===== config.mk =====
export PLATFORM = sky130hd
export DESIGN_NAME = capture_speed_pid_controller
export DESIGN_NICKNAME = d
export VERILOG_FILES = /design/src/sv/cspc_pkg.sv /design/src/sv/cspc_front.sv /design/src/sv/cspc_queue.sv /design/src/sv/cspc_divider.sv /design/src/sv/cspc_back.sv /design/src/sv/capture_speed_pid_controller.sv
export SDC_FILE = /design/constraint.sdc
export NUM_CORES = 2
export LEC_CHECK = 0
export BUFFER_PORTS_ARGS = -buffer_cell sky130_fd_sc_hd__clkbuf_2
export CAP_MARGIN = 30
export CORE_UTILIZATION = 36
export CTS_CLUSTER_DIAMETER = 50
export DETAILED_ROUTE_END_ITERATION = 8
export PLACE_DENSITY = 0.49
export SLEW_MARGIN = 20
export SYNTH_ARGS = -nofsm -noshare
export SYNTH_HDL_FRONTEND = slang
export SYNTH_SLANG_ARGS = --single-unit

===== constraint.sdc =====
create_clock -name clk -period 8.35 [get_ports clk]
set_input_delay 0.835 -clock clk [delete_from_list [all_inputs] [get_ports clk]]
set_output_delay 0.835 -clock clk [all_outputs]
set_load 0.005 [all_outputs]

===== src/sv/cspc_pkg.sv =====
`default_nettype none
package cspc_pkg;

  // Timestamp field width on the stream and the edge counter width.
  localparam int STAMP_W = 16;
  localparam int EDGE_W = 16;

  // Shared divider: the speed numerator is the widest dividend, the
  // scaled period the widest divisor.
  localparam int DIVIDEND_W = 33;
  localparam int DIVISOR_W = 27;

  localparam int SPEED_W = 23;
  localparam int ERR_W = 24;
  localparam int DIFF_W = 25;
  localparam int INTEG_W = 21;
  localparam int PROD_W = 41;
  localparam int SUM_W = 27;
  localparam int DUTY_W = 8;
  localparam int CFG_W = 21;

  localparam logic [16:0] SPEED_NUM = 17'd93750;
  localparam logic [10:0] SPEED_DEN = 11'd1398;
  localparam logic [DUTY_W-1:0] DUTY_MAX = 8'hFF;
  localparam logic [EDGE_W-1:0] COUNT_MAX = 16'hFFFF;

  localparam logic [15:0] TARGET_RESET = 16'h60;
  localparam logic signed [INTEG_W-1:0] INT_LOW_RESET = 21'sd0;
  localparam logic signed [INTEG_W-1:0] INT_HIGH_RESET = 21'sd5;

  localparam logic [1:0] CFG_TARGET = 2'd0;
  localparam logic [1:0] CFG_INT_LOW = 2'd1;
  localparam logic [1:0] CFG_INT_HIGH = 2'd2;

  localparam logic OP_CAPTURE = 1'b0;
  localparam logic OP_TICK = 1'b1;

  localparam int QUEUE_DEPTH = 2;

  // Snapshot of the capture state that one control tick works on.
  typedef struct packed {
    logic [EDGE_W-1:0] edges;
    logic [STAMP_W-1:0] period;
  } tick_req_t;

endpackage
`default_nettype wire


===== src/sv/cspc_front.sv =====
`default_nettype none
module cspc_front #(
  parameter int STAMP_BITS = 16
) (
  input  wire logic                       clk,
  input  wire logic                       rst,
  input  wire logic                       in_valid,
  input  wire logic                       in_op,
  input  wire logic [cspc_pkg::STAMP_W-1:0] in_stamp,
  output logic                            in_ready,
  input  wire logic                       q_full,
  output logic                            q_push,
  output cspc_pkg::tick_req_t             q_entry
);
  import cspc_pkg::*;

  localparam int SW = (STAMP_BITS < STAMP_W) ? STAMP_BITS : STAMP_W;
  localparam logic [STAMP_W-1:0] STAMP_MASK = STAMP_W'((33'd1 << SW) - 33'd1);

  logic [STAMP_W-1:0] previous_stamp;
  logic [STAMP_W-1:0] last_period;
  logic [EDGE_W-1:0]  edge_counter;
  logic [EDGE_W-1:0]  latched_edges;

  logic               accept;
  logic [STAMP_W-1:0] stamp;

  assign in_ready = !q_full;
  assign accept = in_valid && !q_full;
  assign stamp = in_stamp & STAMP_MASK;
  assign q_push = accept && (in_op == OP_TICK);
  assign q_entry.edges = latched_edges;
  assign q_entry.period = last_period;

  always_ff @(posedge clk) begin
    if (rst) begin
      previous_stamp <= '0;
      last_period <= '0;
      edge_counter <= '0;
      latched_edges <= '0;
    end else if (accept && (in_op == OP_CAPTURE)) begin
      last_period <= (stamp - previous_stamp) & STAMP_MASK;
      previous_stamp <= stamp;
      // A timer wrap closes the counting window; this edge opens the next one.
      if (stamp < previous_stamp) begin
        latched_edges <= edge_counter;
        edge_counter <= EDGE_W'(1);
      end else if (edge_counter != COUNT_MAX) begin
        edge_counter <= edge_counter + EDGE_W'(1);
      end
    end
  end

endmodule
`default_nettype wire


===== src/sv/cspc_queue.sv =====
`default_nettype none
module cspc_queue (
  input  wire logic    clk,
  input  wire logic    rst,
  input  wire logic    push,
  input  wire cspc_pkg::tick_req_t entry_in,
  input  wire logic    pop,
  output cspc_pkg::tick_req_t entry_out,
  output logic         full,
  output logic         empty
);
  import cspc_pkg::*;

  localparam int PTR_W = (QUEUE_DEPTH > 1) ? $clog2(QUEUE_DEPTH) : 1;
  localparam int CNT_W = $clog2(QUEUE_DEPTH + 1);
  localparam logic [PTR_W-1:0] LAST_PTR = PTR_W'(QUEUE_DEPTH - 1);

  tick_req_t          slots [QUEUE_DEPTH];
  logic [PTR_W-1:0]   wr_ptr;
  logic [PTR_W-1:0]   rd_ptr;
  logic [CNT_W-1:0]   count;
  logic               do_push;
  logic               do_pop;

  assign full = (count == CNT_W'(QUEUE_DEPTH));
  assign empty = (count == '0);
  assign do_push = push && !full;
  assign do_pop = pop && !empty;
  assign entry_out = slots[rd_ptr];

  always_ff @(posedge clk) begin
    if (do_push) begin
      slots[wr_ptr] <= entry_in;
    end
  end

  always_ff @(posedge clk) begin
    if (rst) begin
      wr_ptr <= '0;
      rd_ptr <= '0;
      count <= '0;
    end else begin
      if (do_push) begin
        wr_ptr <= (wr_ptr == LAST_PTR) ? '0 : wr_ptr + PTR_W'(1);
      end
      if (do_pop) begin
        rd_ptr <= (rd_ptr == LAST_PTR) ? '0 : rd_ptr + PTR_W'(1);
      end
      if (do_push && !do_pop) begin
        count <= count + CNT_W'(1);
      end else if (do_pop && !do_push) begin
        count <= count - CNT_W'(1);
      end
    end
  end

endmodule
`default_nettype wire


===== src/sv/cspc_divider.sv =====
`default_nettype none
module cspc_divider (
  input  wire logic                          clk,
  input  wire logic                          rst,
  input  wire logic                          start,
  input  wire logic [cspc_pkg::DIVIDEND_W-1:0] dividend,
  input  wire logic [cspc_pkg::DIVISOR_W-1:0]  divisor,
  output logic                               done,
  output logic [cspc_pkg::DIVIDEND_W-1:0]      quotient
);
  import cspc_pkg::*;

  localparam int CNT_W = $clog2(DIVIDEND_W + 1);

  logic                  busy;
  logic [CNT_W-1:0]      count;
  logic [DIVISOR_W-1:0]  rem;
  logic [DIVISOR_W-1:0]  divisor_r;
  logic [DIVIDEND_W-1:0] quo;
  logic [DIVISOR_W:0]    rem_shift;
  logic [DIVISOR_W+1:0]  trial;

  // Restoring division, one quotient bit per cycle; the dividend shifts out
  // of quo as the quotient bits shift in.
  assign rem_shift = {rem, quo[DIVIDEND_W-1]};
  assign trial = {1'b0, rem_shift} - {2'b00, divisor_r};
  assign quotient = quo;

  always_ff @(posedge clk) begin
    if (start) begin
      quo <= dividend;
      divisor_r <= divisor;
      rem <= '0;
    end else if (busy) begin
      if (!trial[DIVISOR_W+1]) begin
        rem <= trial[DIVISOR_W-1:0];
        quo <= {quo[DIVIDEND_W-2:0], 1'b1};
      end else begin
        rem <= rem_shift[DIVISOR_W-1:0];
        quo <= {quo[DIVIDEND_W-2:0], 1'b0};
      end
    end
  end

  always_ff @(posedge clk) begin
    if (rst) begin
      busy <= 1'b0;
      count <= '0;
      done <= 1'b0;
    end else if (start) begin
      busy <= 1'b1;
      count <= CNT_W'(DIVIDEND_W);
      done <= 1'b0;
    end else if (busy) begin
      count <= count - CNT_W'(1);
      if (count == CNT_W'(1)) begin
        busy <= 1'b0;
        done <= 1'b1;
      end
    end else begin
      done <= 1'b0;
    end
  end

endmodule
`default_nettype wire


===== src/sv/cspc_back.sv =====
`default_nettype none
module cspc_back (
  input  wire logic                               clk,
  input  wire logic                               rst,
  input  wire cspc_pkg::tick_req_t                req,
  input  wire logic                               req_valid,
  output logic                                    req_pop,
  input  wire logic [15:0]                        target_speed,
  input  wire logic signed [cspc_pkg::INTEG_W-1:0] integral_low,
  input  wire logic signed [cspc_pkg::INTEG_W-1:0] integral_high,
  output logic                                    out_valid,
  input  wire logic                               out_ready,
  output logic [cspc_pkg::DUTY_W-1:0]             duty,
  output logic [cspc_pkg::SPEED_W-1:0]            measured_speed
);
  import cspc_pkg::*;

  localparam logic [3:0] S_IDLE     = 4'd0;
  localparam logic [3:0] S_MUL      = 4'd1;
  localparam logic [3:0] S_SPD_GO   = 4'd2;
  localparam logic [3:0] S_SPD_WAIT = 4'd3;
  localparam logic [3:0] S_ERR      = 4'd4;
  localparam logic [3:0] S_PROD     = 4'd5;
  localparam logic [3:0] S_CLAMP    = 4'd6;
  localparam logic [3:0] S_DER_GO   = 4'd7;
  localparam logic [3:0] S_DER_WAIT = 4'd8;
  localparam logic [3:0] S_SUM      = 4'd9;

  logic [3:0]                state;
  logic [EDGE_W-1:0]         edges_r;
  logic [STAMP_W-1:0]        period_r;
  logic [DIVIDEND_W-1:0]     num_r;
  logic [DIVISOR_W-1:0]      den_r;
  logic [SPEED_W-1:0]        speed_r;
  logic signed [ERR_W-1:0]   err_r;
  logic signed [PROD_W-1:0]  prod_r;
  logic signed [DIFF_W-1:0]  diff_r;
  logic signed [INTEG_W-1:0] integ_r;
  logic signed [DIFF_W-1:0]  deriv_r;
  logic signed [INTEG_W-1:0] integral_sum;
  logic signed [ERR_W-1:0]   previous_error;

  logic                      div_start;
  logic [DIVIDEND_W-1:0]     div_dividend;
  logic [DIVISOR_W-1:0]      div_divisor;
  logic                      div_done;
  logic [DIVIDEND_W-1:0]     div_quotient;

  logic signed [ERR_W-1:0]   err_next;
  logic signed [PROD_W-1:0]  prod_next;
  logic signed [DIFF_W-1:0]  diff_next;
  logic signed [PROD_W-1:0]  integ_wide;
  logic signed [PROD_W-1:0]  low_wide;
  logic signed [PROD_W-1:0]  high_wide;
  logic signed [PROD_W-1:0]  integ_lo;
  logic signed [PROD_W-1:0]  integ_hi;
  logic [DIFF_W-1:0]         abs_diff;
  logic [DIFF_W-1:0]         deriv_mag;
  logic signed [SUM_W-1:0]   u_sum;
  logic [DUTY_W-1:0]         duty_next;
  logic                      out_free;

  cspc_divider u_div (
    .clk      (clk),
    .rst      (rst),
    .start    (div_start),
    .dividend (div_dividend),
    .divisor  (div_divisor),
    .done     (div_done),
    .quotient (div_quotient)
  );

  assign req_pop = (state == S_IDLE) && req_valid;
  assign out_free = !out_valid || out_ready;

  assign abs_diff = diff_r[DIFF_W-1] ? $unsigned(-diff_r) : $unsigned(diff_r);
  assign deriv_mag = div_quotient[DIFF_W-1:0];

  assign div_start = (state == S_SPD_GO) || (state == S_DER_GO);
  assign div_dividend = (state == S_SPD_GO) ? num_r : DIVIDEND_W'(abs_diff);
  assign div_divisor = (state == S_SPD_GO) ? den_r : DIVISOR_W'(period_r);

  assign err_next = $signed({8'd0, target_speed}) - $signed({1'b0, speed_r});
  assign prod_next = err_r * $signed({1'b0, period_r});
  assign diff_next = DIFF_W'(err_r) - DIFF_W'(previous_error);

  // The low bound is applied first, so the high bound wins when they cross.
  assign integ_wide = PROD_W'(integral_sum) + prod_r;
  assign low_wide = PROD_W'(integral_low);
  assign high_wide = PROD_W'(integral_high);
  assign integ_lo = (integ_wide < low_wide) ? low_wide : integ_wide;
  assign integ_hi = (integ_lo > high_wide) ? high_wide : integ_lo;

  assign u_sum = SUM_W'(err_r) + SUM_W'(integ_r) + SUM_W'(deriv_r);

  always_comb begin
    if (u_sum < 0) begin
      duty_next = '0;
    end else if (u_sum > SUM_W'(DUTY_MAX)) begin
      duty_next = DUTY_MAX;
    end else begin
      duty_next = u_sum[DUTY_W-1:0];
    end
  end

  always_ff @(posedge clk) begin
    case (state)
      S_IDLE: begin
        if (req_valid) begin
          edges_r <= req.edges;
          period_r <= req.period;
        end
      end
      S_MUL: begin
        num_r <= edges_r * SPEED_NUM;
        den_r <= SPEED_DEN * period_r;
        if (period_r == '0) begin
          speed_r <= '0;
        end
      end
      S_SPD_WAIT: begin
        if (div_done) begin
          speed_r <= div_quotient[SPEED_W-1:0];
        end
      end
      S_ERR: begin
        err_r <= err_next;
      end
      S_PROD: begin
        prod_r <= prod_next;
        diff_r <= diff_next;
      end
      S_CLAMP: begin
        integ_r <= integ_hi[INTEG_W-1:0];
        if (period_r == '0) begin
          deriv_r <= '0;
        end
      end
      S_DER_WAIT: begin
        // The division runs on magnitudes, which truncates toward zero.
        if (div_done) begin
          deriv_r <= diff_r[DIFF_W-1] ? $signed(DIFF_W'(0) - deriv_mag) : $signed(deriv_mag);
        end
      end
      default: begin
      end
    endcase
  end

  always_ff @(posedge clk) begin
    if ((state == S_SUM) && out_free) begin
      duty <= duty_next;
      measured_speed <= speed_r;
    end
  end

  always_ff @(posedge clk) begin
    if (rst) begin
      state <= S_IDLE;
      out_valid <= 1'b0;
      integral_sum <= '0;
      previous_error <= '0;
    end else begin
      if (out_valid && out_ready && (state != S_SUM)) begin
        out_valid <= 1'b0;
      end
      case (state)
        S_IDLE: begin
          if (req_valid) begin
            state <= S_MUL;
          end
        end
        S_MUL: begin
          state <= (period_r == '0) ? S_ERR : S_SPD_GO;
        end
        S_SPD_GO: begin
          state <= S_SPD_WAIT;
        end
        S_SPD_WAIT: begin
          if (div_done) begin
            state <= S_ERR;
          end
        end
        S_ERR: begin
          state <= S_PROD;
        end
        S_PROD: begin
          state <= S_CLAMP;
        end
        S_CLAMP: begin
          state <= (period_r == '0) ? S_SUM : S_DER_GO;
        end
        S_DER_GO: begin
          state <= S_DER_WAIT;
        end
        S_DER_WAIT: begin
          if (div_done) begin
            state <= S_SUM;
          end
        end
        S_SUM: begin
          if (out_free) begin
            out_valid <= 1'b1;
            integral_sum <= integ_r;
            previous_error <= err_r;
            state <= S_IDLE;
          end
        end
        default: begin
          state <= S_IDLE;
        end
      endcase
    end
  end

endmodule
`default_nettype wire


===== src/sv/capture_speed_pid_controller.sv =====
// An accepted capture request updates the period and edge count at once.
// A control tick is popped and scaled, then m_axis_tvalid rises after two divider passes
// (speed, then derivative) and four PID steps.
// With a zero period both divisions are skipped.
// Ticks wait in a two-entry queue; a queued tick starts the cycle after a result is posted.
// Synchronous active-high reset clears control state; target and bounds reload defaults.
`default_nettype none
module capture_speed_pid_controller #(
  parameter int STAMP_BITS = 16
) (
  input  wire logic        clk,
  input  wire logic        rst,
  input  wire logic        s_axis_tvalid,
  output logic             s_axis_tready,
  input  wire logic [15:0] s_axis_tdata,   // [15:0] timestamp
  input  wire logic        s_axis_tuser,   // [0] op (0 capture, 1 control tick)
  output logic             m_axis_tvalid,
  input  wire logic        m_axis_tready,
  output logic [31:0]      m_axis_tdata,   // [7:0] duty, [30:8] measured_speed, [31] zero
  input  wire logic        cfg_we,
  input  wire logic [1:0]  cfg_index,
  input  wire logic [20:0] cfg_data
);
  import cspc_pkg::*;

  logic [15:0]               target_speed;
  logic signed [INTEG_W-1:0] integral_low;
  logic signed [INTEG_W-1:0] integral_high;

  logic                      q_full;
  logic                      q_empty;
  logic                      q_push;
  logic                      q_pop;
  tick_req_t                 q_in;
  tick_req_t                 q_out;
  logic [DUTY_W-1:0]         duty;
  logic [SPEED_W-1:0]        measured_speed;

  always_ff @(posedge clk) begin
    if (rst) begin
      target_speed <= TARGET_RESET;
      integral_low <= INT_LOW_RESET;
      integral_high <= INT_HIGH_RESET;
    end else if (cfg_we) begin
      case (cfg_index)
        CFG_TARGET:   target_speed <= cfg_data[15:0];
        CFG_INT_LOW:  integral_low <= $signed(cfg_data);
        CFG_INT_HIGH: integral_high <= $signed(cfg_data);
        default: begin
        end
      endcase
    end
  end

  cspc_front #(
    .STAMP_BITS (STAMP_BITS)
  ) u_front (
    .clk      (clk),
    .rst      (rst),
    .in_valid (s_axis_tvalid),
    .in_op    (s_axis_tuser),
    .in_stamp (s_axis_tdata),
    .in_ready (s_axis_tready),
    .q_full   (q_full),
    .q_push   (q_push),
    .q_entry  (q_in)
  );

  cspc_queue u_queue (
    .clk       (clk),
    .rst       (rst),
    .push      (q_push),
    .entry_in  (q_in),
    .pop       (q_pop),
    .entry_out (q_out),
    .full      (q_full),
    .empty     (q_empty)
  );

  cspc_back u_back (
    .clk            (clk),
    .rst            (rst),
    .req            (q_out),
    .req_valid      (!q_empty),
    .req_pop        (q_pop),
    .target_speed   (target_speed),
    .integral_low   (integral_low),
    .integral_high  (integral_high),
    .out_valid      (m_axis_tvalid),
    .out_ready      (m_axis_tready),
    .duty           (duty),
    .measured_speed (measured_speed)
  );

  assign m_axis_tdata = {1'b0, measured_speed, duty};

endmodule
`default_nettype wire

==> impl_metrics.ini <==
[cts]
cts.path.max_buffers = 3
cts_tree = built
clk_pin_slew_ns = 0.06
post_cts_hold_buffer_count = 0
numCtsBuffers = 94
postCtsSetupRepairBufs = 0
cts_num_sinks = 615
clk-insertion-delay-late_ns = 0.72
clk_tree_root_cell = sky130_fd_sc_hd__clkbuf_16
cts-resized-gates = 0
cts_htree_levels = 3

[drt]
detailedRoute.firstPassIterationCount = 7
routedWlPerCell_um = 18.5
route.antenna.remaining_nets = 0
vias_per_cell = 4.97
detailroute.via_count = 39200
drt_drc_violations_left = 0
detailedRoute.firstIterationViolations = 1940
wirelength_um = 146000

[timing]
setup-tns-final_ns = 0
slew-limit-headroom_pct = 35.0
tightestPinTransition_ns = 0.974
maxSlewViolCount = 0
hold_violations = 0
final_critical_path_setup_slack_ns = 0.943
timing.clock.skew_ns = 0.0474
grt_setup_unrepaired = no
min_period_ns = 7.41
timing.final.setup_violations = 0
final_period_util_pct = 88.7
max_clock_freq_mhz = 135

[finish]
synthToLayoutAreaGrowth_pct = 11.1
mostFrequentLayoutCell = sky130_fd_sc_hd__inv_1
layout_common_cells = 893 x sky130_fd_sc_hd__inv_1, 688 x sky130_fd_sc_hd__nand2_1, 570 x sky130_fd_sc_hd__fa_1
drive_above_1_share_pct = 7.83
num-nets-final = 6941

[critical_path]
timing.critical_path.fanout_max = 47
cp_slowest_cell = sky130_fd_sc_hd__a221oi_2
required_ns = 8.78
worst-r2r-setup-slack_ns = 0.94
r2r_end = u_back.integ_r[19]
worst_setup_path_end_kind = register
timing.reg2reg.worst_path_depth = 32
worstSetupPathType = reg2reg
path_common_cell = sky130_fd_sc_hd__a21o_1
worst-endpoint-arrival_ns = 7.84
reg2reg_from = u_back.prod_r[0]
startpoint_type = register
crit_family = compound AO/OA/AOI/OAI gates
critPathBufInv = 2
critical-path-max-stage-delay_ns = 0.51

[yosys]
synthArstFlopShare_pct = 0
synth.cell_area_mm2 = 0.0556
syn_area_per_cell_um2 = 9.76
synth_sequential_area_ratio_pct = 29.4
postSynthCellCount = 5698
yosys_warnings = 0
netlist-cell-type-count = 92
synth_enable_flop_cells = 404
synth.ff_latch_count = 615
synthesis.nets = 6870
ys.flop_type = sky130_fd_sc_hd__edfxtp_1

[placement]
dpl.hpwl_um = 116000
numPortBuffers = 77
finalWeightedCongestion = 0.880
placement.setup.worst_slack_ns = 0.995

[floorplan]
rows = 143
die_height_um = 395
die_area_mm2 = 0.156
design.portCount = 79
initial_utilization_pct = 36.4
fp.dieW_um = 395
core_area_mm2 = 0.153

[global_routing]
gr-total-overflow = 0
grt_pass1_vias = 40200
global_route.usage.total_pct = 18.9
antenna_violations_before_repair = 0
grt_max_degree = 96
global_route_wire_length_before_repair_um = 231000

[flow_run]
cap_violations = 0

[min_path]
worstHoldPathCells = 3
min_delay_endpoint = integral_high[16]
timing.hold.worst.class = in2reg
hold_path.startpoint = cfg_data[16]

[run_status]
outcome = complete, no violations
## cell usage after synthesis (all sizes together) (29+ instances only)
cell type	count	area [um2]
mux2	84	946
mux2i	37	370
nor2	266	998
ha	557	6970
a21oi	392	1970
clkbuf	154	578
nand3	62	310
o21bai	29	218
o21a	36	270
o21ai	198	995
edfxtp	404	12100
xnor2	176	1540
nor3	69	345
nor2b	40	250
a21o	112	841
dfxtp	211	4220
nand2	688	2580
nand2b	48	300
and2	169	1060
fa	570	11400
a211oi	38	300
inv	894	3360
xor2	95	832
## how the worst max path moves through the flow
| stage | cells past startpoint | startpoint | to | slack (ns) |
|---|---|---|---|---|
| 3_5_place_dp | 32 | u_back.prod_r[0] | u_back.integ_r[19] | 0.99 |
| 3_3_place_gp | 32 | u_back.prod_r[0] | u_back.integ_r[1] | 1.02 |
| 6_report | 32 | u_back.prod_r[0] | u_back.integ_r[19] | 0.94 |
| 2_1_floorplan | 33 | u_back.integral_sum[20] | u_back.integ_r[11] | 1.13 |
| 4_1_cts | 32 | u_back.prod_r[0] | u_back.integ_r[19] | 0.94 |
| 5_1_grt | 29 | u_back.integral_sum[20] | u_back.integ_r[17] | 0.57 |
## flip-flops by register name, summed over array words and instances, names as in the netlist, 21 cells and up
name / count
u_back.diff_r: 25
u_back.u_div.rem: 27
u_back.deriv_r: 25
u_back.integ_r: 21
u_back.num_r: 32
u_back.den_r: 26
u_back.previous_error: 24
u_back.u_div.divisor_r: 27
u_queue.slots: 64
u_back.integral_sum: 21
u_back.u_div.quotient: 33
integral_low: 21
u_back.prod_r: 41
u_back.err_r: 24
u_back.measured_speed: 23
u_back.speed_r: 23
integral_high: 21
## cells by family (layout without fill, tap and decap cells)
| group | after synthesis | after routing | synth area share, % |
|---|---|---|---|
| mux | 121 | 121 | 2.37 |
| fa+ha+maj | 1127 | 1127 | 33.0 |
| other cells | 1 | 2 | 0.00674 |
| flops | 615 | 615 | 29.4 |
| xor+xnor | 271 | 271 | 4.27 |
| buf+inv | 1075 | 1228 | 7.31 |
| compound gates | 1003 | 1003 | 11.4 |
| simple gates | 1485 | 1485 | 12.3 |
## layout make-up
class	count	area (um2)
fillers	15000	90800
well taps	2030	2540
multi-input cells	4008	35300
clock inverters	65	676
diodes	1	2.50
clock buffers	113	2560
inverters	896	3360
flip-flops and latches	615	16400
repair buffers	154	1020
## worst register-to-register path, delay by kind of cell, from the launching register on
family,cells,cell delay [ns]
compound gates,21,4.03
flops,1,0.36
simple gates,2,0.17
fa+ha+maj,4,1.22
xor+xnor,1,0.17
buf+inv,2,0.46
mux,2,0.70
## per-stage QoR
stage | std cells | cell area [um2] | hold slack (ns) | utilization [%]
finish | 7882 | 61800 | 0.357 | 40.5
global route | 7881 | 61800 | 0.343 | 40.5
CTS | 7880 | 61800 | 0.304 | 40.5
detailed placement | 7702 | 58600 | 0.438 | 38.4
global placement | 7700 | 58500 | 0.435 | 38.3
floorplan | 5698 | 55600 | 0.424 | -
## routing by layer
metal	global-route usage, %	up-vias	share of wire, %
met5	0	-	0
met4	6.01	0	2.9
met3	2.41	178	3.7
met2	30.0	668	45
met1	26.6	19300	48
li1	-	19100	-
Power is left out: the tool's default activity adds up to more than one toggle a clock period on the data nets, which glitch-free logic cannot reach.
